File: src/rtl/rrp_pkg.sv
// rrp_pkg: shared types and constants for the rectangle raster painter
// holds operation, status, register index codes, fsm states and ctrl/datapath structs
// no dependencies
`timescale 1ns / 1ps
`default_nettype none

package rrp_pkg;

  // item operation codes
  typedef enum logic [1:0] {
    OP_CLEAR = 2'd0,
    OP_DRAW  = 2'd1,
    OP_READ  = 2'd2,
    OP_NONE  = 2'd3
  } op_t;

  // result status codes
  typedef enum logic [1:0] {
    STS_OK         = 2'd0,
    STS_ZERO_RECT  = 2'd1,
    STS_OUT_CANVAS = 2'd2,
    STS_UNUSED     = 2'd3
  } status_t;

  // configuration register indexes
  typedef enum logic [1:0] {
    REG_CANVAS_WIDTH  = 2'd0,
    REG_CANVAS_HEIGHT = 2'd1,
    REG_BACKGROUND    = 2'd2,
    REG_NONE          = 2'd3
  } reg_index_t;

  // register reset values
  localparam logic [8:0] CANVAS_WIDTH_RESET  = 9'd256;
  localparam logic [8:0] CANVAS_HEIGHT_RESET = 9'd256;
  localparam logic [7:0] BACKGROUND_RESET    = 8'd32;

  // controller states
  typedef enum logic [2:0] {
    CS_IDLE,
    CS_SETUP,
    CS_SCAN,
    CS_RD_ADDR,
    CS_RD_MEM,
    CS_DONE
  } ctrl_state_t;

  // commands from controller to datapath
  typedef struct packed {
    logic load_item;    // capture the accepted input word
    logic setup;        // compute bounds, rewind scan counters
    logic scan;         // visit one cell, advance counters
    logic rd_addr;      // form the read address
    logic load_result;  // capture the result word
  } rrp_cmd_t;

  // status from datapath to controller
  typedef struct packed {
    op_t  op;
    logic zero_rect;
    logic empty_canvas;
    logic out_of_canvas;
    logic last_cell;
  } rrp_stat_t;

endpackage

`default_nettype wire

File: src/rtl/rrp_ctrl.sv
// rrp_ctrl: sequencing state machine for clear, draw and read items
// depends on rrp_pkg; drives rrp_datapath through rrp_cmd_t
`timescale 1ns / 1ps
`default_nettype none

module rrp_ctrl (
  input  wire                       clk,
  input  wire                       rst,
  input  wire                       in_valid,
  output logic                      in_ready,
  output logic                      out_valid,
  input  wire                       out_ready,
  output rrp_pkg::rrp_cmd_t         cmd,
  input  wire rrp_pkg::rrp_stat_t   stat
);

  rrp_pkg::ctrl_state_t state, state_next;
  logic                 out_valid_next;

  // state register and output valid
  always_ff @(posedge clk) begin
    if (rst) begin
      state     <= rrp_pkg::CS_IDLE;
      out_valid <= 1'b0;
    end else begin
      state     <= state_next;
      out_valid <= out_valid_next;
    end
  end

  // next state and commands
  always_comb begin
    state_next      = state;
    cmd             = '0;
    in_ready        = 1'b0;
    out_valid_next  = out_valid && !out_ready;
    unique case (state)
      rrp_pkg::CS_IDLE: begin
        in_ready = 1'b1;
        if (in_valid) begin
          cmd.load_item = 1'b1;
          state_next    = rrp_pkg::CS_SETUP;
        end
      end
      rrp_pkg::CS_SETUP: begin
        cmd.setup  = 1'b1;
        state_next = rrp_pkg::CS_DONE;
        unique case (stat.op)
          rrp_pkg::OP_CLEAR: begin
            if (!stat.empty_canvas) state_next = rrp_pkg::CS_SCAN;
          end
          rrp_pkg::OP_DRAW: begin
            if (!stat.empty_canvas && !stat.zero_rect) state_next = rrp_pkg::CS_SCAN;
          end
          rrp_pkg::OP_READ: begin
            if (!stat.out_of_canvas) state_next = rrp_pkg::CS_RD_ADDR;
          end
          default: begin
            state_next = rrp_pkg::CS_DONE;
          end
        endcase
      end
      rrp_pkg::CS_SCAN: begin
        cmd.scan = 1'b1;
        if (stat.last_cell) state_next = rrp_pkg::CS_DONE;
      end
      rrp_pkg::CS_RD_ADDR: begin
        cmd.rd_addr = 1'b1;
        state_next  = rrp_pkg::CS_RD_MEM;
      end
      rrp_pkg::CS_RD_MEM: begin
        state_next = rrp_pkg::CS_DONE;
      end
      rrp_pkg::CS_DONE: begin
        // hand over once the output register is free
        if (!out_valid || out_ready) begin
          cmd.load_result = 1'b1;
          out_valid_next  = 1'b1;
          state_next      = rrp_pkg::CS_IDLE;
        end
      end
      default: begin
        state_next = rrp_pkg::CS_IDLE;
      end
    endcase
  end

endmodule

`default_nettype wire

File: config.mk
export PLATFORM = sky130hd
export DESIGN_NAME = rrp_ctrl
export DESIGN_NICKNAME = d
export VERILOG_FILES = /design/src/rtl/rrp_pkg.sv /design/src/rtl/rrp_ctrl.sv
export SDC_FILE = /design/constraint.sdc
export NUM_CORES = 1
export LEC_CHECK = 0
export CORE_AREA = 3 3 40 42
export DETAILED_ROUTE_END_ITERATION = 8
export DIE_AREA = 0 0 43 45
export DONT_BUFFER_PORTS = 1
export SYNTH_ARGS = -nofsm -noshare
export SYNTH_HDL_FRONTEND = slang
export SYNTH_SLANG_ARGS = --single-unit
File: constraint.sdc
create_clock -name clk -period 1.4 [get_ports clk]
set_input_delay 0.07 -clock clk [delete_from_list [all_inputs] [get_ports clk]]
set_output_delay 0.07 -clock clk [all_outputs]
set_load 0.01 [all_outputs]
==> results.md, run 1 <==
- Hold WC Path Type: in -> reg
- Critical-path cell list: nor3b_1 > buf_4
- Drt pass-1 iters: 4
- Area Overhead vs Synth: 14.81%
- Root Buffer: clkbuf_4
- Clk buf depth: 2
- Gr ovfl total: 0
- Logic pwr share: 23.7%
- Setup slack, reg-to-reg: 170 ps
- Layout cell share with drive strength beyond 1: between 10% and 20%
- Initial DRC Count: 5
- Dominant cells by area after synthesis: dfxtp_1, a21oi_1, buf_12
- ANT cells: 0
- Critical Path RT: 1330 ps
- Final Critical Period: ~1300 ps
- Synth cell count leaders: a21oi_1, dfxtp_1, nor3_1
- RSZ-0062 raised after global routing: no
- CP Capture Type: primary output
- Peak Freq: 756.3 MHz
- Power Dens Cells: 1064 nW/um^2
- Cell Count, Final, Fillers Out: 59
- Top-count cell post-synth: a21oi_1
- Clk_lat worst skew: 230 ps
- First-pass GRT wire length: 1.131 mm
- Sw frac: 28.21%
- Clock skew: 2.039 ps
- I/O Buffers: 0
- Final TNS setup: 0 ps
- Die ar.: around 1900 um^2
- Layout fillers: between 100 and 150
- Cts bufs inserted: 3
- CTS tree: done
- Largest net degree at the start of global routing: 13
- Routed Antenna Nets: 0
- Row count: 13
- Nets: 56
- Final hold slack: 54.95 ps
- Starting density of the core: 23.66%
- Core ar.: between 1000 and 1500 um^2
- Setup Buffers After CTS: 0
- Routability cong.: 0.7311
- Period utilization: 94.45%
- CTS H-tree lvls: 1
- Clock Pin Slew Worst Setup and Hold Paths: 40 ps
- Number of hold violations in the final report: 0
- GRT Util Overall: 8.160%
- Final wirelength: 667 um
- # DRC: 0
- Crit-path max cell delay: 510 ps
- Crit start category: flip-flop
- Die X: 43 um
- Ys flop type: dfxtp_1
- Status: completed
- Avg WL per Cell: roughly 11 um
- Hpwl dp: 551 um
- Largest area contributor in the netlist: dfxtp_1
- Syn avg cell area: 7.601 um^2
- Asr flop ratio synth: 0%
- Power Total: 0.0003713 W
- Worst-path fanout max: 12
- Post-synth top area share: 26.34%
- Vias per cell: 5.085
- Yosys warns: 0
- Seq cells post-synth: 4
- Worst path arrival time: 1250 ps
- Peak supply drop: between 0.0005 and 0.0006 V
- Cells after Synth: 40
- NetSw: 0.0001047 W
- # IOs: 17
- Area of the multi-input gates: 190.2 um^2
- Static leakage: 0.1344 nW
- Die H: around 45 um
- Cell area after synthesis: 304.0 um^2
- Syn nets: 50
- Slew HR: 76.93%
- Seq pwr share: 39.6%
- Sequential share of the synthesized area: 26.34%
- Max Cap Violations: 0
- Via count: 300
- Sink Count: 4
- Number of flops mapped to enable cells by yosys: 0
- Count of unique library cells instantiated by Yosys: 22
- Pint: 0.0002665 W
- Setup Viol. Count Final: 0
- Slowest CP cell: dfxtp_1
- Clock power frac: 36.8%
- Initial antenna violation count: 0
- Vias in the first global route: 272
- Crit Path Category: reg -> out
- FF+latch area: approximately 81 um^2
- Placed instance count: 55
- Slew Viols, Final: 0
- Worst Tran Pin Value: 345.6 ps
[repair_timing]
item | 4_1_cts | 5_1_grt
hold endpoints to repair | 4 | 0
hold buffers | 1 | 0
endpoints found under the setup margin | 0 | 1
gates resized for setup | 0 | 1
[power by group through the flow]
stage	combinational, W	clock, W	sequential [W]
after global routing	0.0000978	0.000156	0.000150
after floorplan	0.0000896	0	0.000131
final	0.0000878	0.000137	0.000147
after detailed placement	0.0000852	0	0.000148
after CTS	0.0000889	0.000146	0.000146
after global placement	0.0000848	0	0.000147
[per-layer routing]
layer | vias up | share of wire [%] | GRT usage, %
met5 | - | 0 | 0
met4 | 0 | 1.0 | 7.229
met3 | 2 | 11 | 3.984
met2 | 17 | 44 | 11.68
met1 | 128 | 43 | 8.916
li1 | 153 | - | -
[critical path: cells and delay by family, from the launching register on]
family | cells | cell delay, ps
buffers and inverters | 1 | 180
DFF | 1 | 510
and+or+nand+nor | 1 | 330
[layout make-up]
cell class / instances / area share (%)
clock buffers: 3 / 6.452
inverters: 1 / 1.075
multi-input cells: 32 / 54.48
flip-flops and latches: 4 / 23.30
well taps: 15 / 5.376
repair buffers: 4 / 9.319
[state kept, by name, indices dropped and copies added (netlist names)]
register / count
state: 3
out_valid: 1
[kinds of logic after synthesis]
logic type | after synthesis | share of synthesized area [%]
AO/OA/AOI/OAI | 11 | 22.22
buffers and inverters | 4 | 11.11
flip-flops | 4 | 26.34
AND/OR/NAND/NOR | 20 | 36.62
multiplexers | 1 | 3.703
[cell usage in the layout, fill, tap and decap left out, types with 2 or more instances in the layout]
cell	synthesis	routed
a21oi_1	5	5
nor3_1	4	4
nor2_1	3	3
nand2b_1	2	2
nor3b_1	2	2
dfxtp_1	4	3
buf_4	0	3
clkbuf_4	0	3
nand2_1	3	3
nor2b_1	2	2
[final timing paths]
path,startpoint,end,cells after the start
worst max-delay path,state[0],cmd[3],2
worst min register to register,out_valid,out_valid,2
worst max register to register,state[0],state[1],3
worst min-delay path,out_ready,out_valid,2
[metrics by stage]
stage	area, um^2	worst slack [ps]	util, %
6_report	349.1	77.74	27.17
5_1_grt	349.1	1.559	27.17
4_1_cts	347.8	28.90	27.07
3_5_place_dp	315.3	179.5	24.54
3_3_place_gp	315.3	208.0	24.54
2_1_floorplan	304.0	187.1	-
Power figures use the tool's default switching activity.
==> run 2: changes to the inputs <==
--- a/config.mk
+++ b/config.mk
@@ -9,6 +9,7 @@
 export DETAILED_ROUTE_END_ITERATION = 8
 export DIE_AREA = 0 0 43 45
 export DONT_BUFFER_PORTS = 1
+export SETUP_SLACK_MARGIN = 0.2
 export SYNTH_ARGS = -nofsm -noshare
 export SYNTH_HDL_FRONTEND = slang
 export SYNTH_SLANG_ARGS = --single-unit
==> run 2 against run 1 <==
  * Total power is 4.7% higher
  * Highest routed layer is now met3
  * Critical endpoint is now cmd[2]
  * First-iteration DRC count is 60% higher
  * Wire length is 3.0% higher
==> results.md, run 2 (synthesis results as in run 1) <==
- Power Dens Cells: 1006 nW/um^2
- Core ar.: around 1300 um^2
- CTS tree: done
- Dpl cell area: ~320 um^2
- Final Critical Period: 1133 ps
- Status: completed
- M2 GR Usage: 10.78%
- Slew HR: 78.66%
- Crit Path Category: reg -> out
- Placed instance count: 55
- Cts bufs inserted: 3
- Starting density of the core: about a quarter
- Hold path startpoint: out_ready
- Die X: 43 um
- Nets: 56
- Min-Delay Path Depth: 3
- Initial antenna violation count: 0
- Drt pass-1 iters: 3
- Static leakage: 0.1440 nW
- Sink Count: 4
- Via count: 298
- Avg WL per Cell: 11.64 um
- Slew Viols, Final: 0
- Largest register by flop count: state
- Clk_lat worst skew: approximately 240 ps
- Routability cong.: 0.7084
- Crit path from: state[1]
- Worst r2r path cells: 4
- GR Layer Usage met1: 9.685%
- Row count: 13
- Largest net degree at the start of global routing: 13
- Number of hold violations in the final report: 0
- # IOs: 17
- Max Cap Violations: 0
- Clock Pin Slew Worst Setup and Hold Paths: 40 ps
- Clk buf depth: 2
- Worst Tran Pin Value: around 320 ps
- Crit start category: flip-flop
- ANT cells: 0
- Final TNS setup: 0 ps
- First-pass GRT wire length: 1.131 mm
- Final instance area: approximately 390 um^2
- Root Buffer: clkbuf_4
- Commonest cells after routing, fill and taps aside: a21oi_1, nand2_1, nor3_1, clkbuf_4, buf_4
- Die ar.: roughly 1900 um^2
- CTS H-tree lvls: 1
- Gr ovfl total: 0
- Initial DRC Count: 8
- Final hold slack: 27.43 ps
- Period utilization: 80.93%
- Gr busiest metal: met2
- CP Capture Type: primary output
- RSZ-0062 raised after global routing: yes
- Peak supply drop: 0.0005170 V
- Clock skew: approximately 5.6 ps
- Vias per cell: 5.051
- Worst path arrival time: 1060 ps
- Largest register FFs: 3
- Hold WC Path Type: in -> reg
- Routed Antenna Nets: 0
- Most common cell after layout, fill and taps aside: a21oi_1
- Critical Path RT: between 1000 and 1500 ps
- Vias in the first global route: 269
- Layout cell share with drive strength beyond 1: 34.09%
- Hpwl dp: between 500 and 600 um
- Peak Freq: 882.7 MHz
- GR Layer Usage met3: 5.976%
- Setup Viol. Count Final: 0
- Cell Count, Final, Fillers Out: 59
- Largest regs: state (3), out_valid (1)
- GRT Util Overall: 7.840%
- Worst-path fanout max: 10
- I/O Buffers: 0
- Area Overhead vs Synth: 27.16%
- Die H: 45 um
- Final wirelength: between 600 and 700 um
- Setup Buffers After CTS: 0
- # DRC: 0
- RR Startpoint: out_valid
[run 2: cell count changes in the layout (fill, tap and decap cells not counted), moves of 2 or more]
cell     previous run  this run
nor3b_1             2         0
dfxtp_1             3         1
nor3b_2             0         2
nor2b_4             0         2
nor2b_1             2         0
[run 2: final cells by class]
class | count | area, um^2
repair buffers | 4 | 32.53
fillers | 135 | 898.4
well taps | 15 | 18.77
flip-flops and latches | 4 | 86.33
clock buffers | 3 | 22.52
multi-input cells | 32 | 222.7
inverters | 1 | 3.754
[run 2: critical path: stages (launching register included)]
cell and delay [ps]:
dfxtp_2 440, nor3b_2 240, buf_4 150
[run 2: path summary, 6_finish.rpt]
kind	end	slack (ps)
setup / recovery	cmd[2]	270
hold / removal	state[0]	30
setup reg to reg	state[0]	330
hold reg to reg	state[0]	560
[run 2: timing repair]
item,in CTS,in global routing
cloned,0,0
endpoints found under the setup margin,3,5
gates resized for setup,5,6
endpoints found under the hold margin,4,0
pin swaps,0,0
hold buffers,1,0
[run 2: power breakdown]
part / internal, W / leakage (nW) / switching (W)
combinational: 0.0000538 / 0.0960 / 0.0000405
sequential: 0.000126 / 0.0342 / 0.0000258
clock: 0.0000959 / 0.0138 / 0.0000470
[run 2: routing by layer]
layer / share of wire, % / wire (um) / up-vias
li1: - / - / 155
met1: 45 / 307 / 134
met2: 45 / 308 / 9
met3: 10 / 71 / 0
met4: 0 / 0 / 0
met5: 0 / 0 / -
[run 2: per-stage QoR]
step | utilization [%] | total power, W | worst slack, ps
2_1_floorplan | - | 0.0002231 | 240.9
3_3_place_gp | 24.93 | 0.0002330 | 276.8
3_5_place_dp | 24.93 | 0.0002330 | 278.1
4_1_cts | 28.14 | 0.0003878 | 196.3
5_1_grt | 30.09 | 0.0004214 | 197.6
6_report | 30.09 | 0.0003888 | 267.0
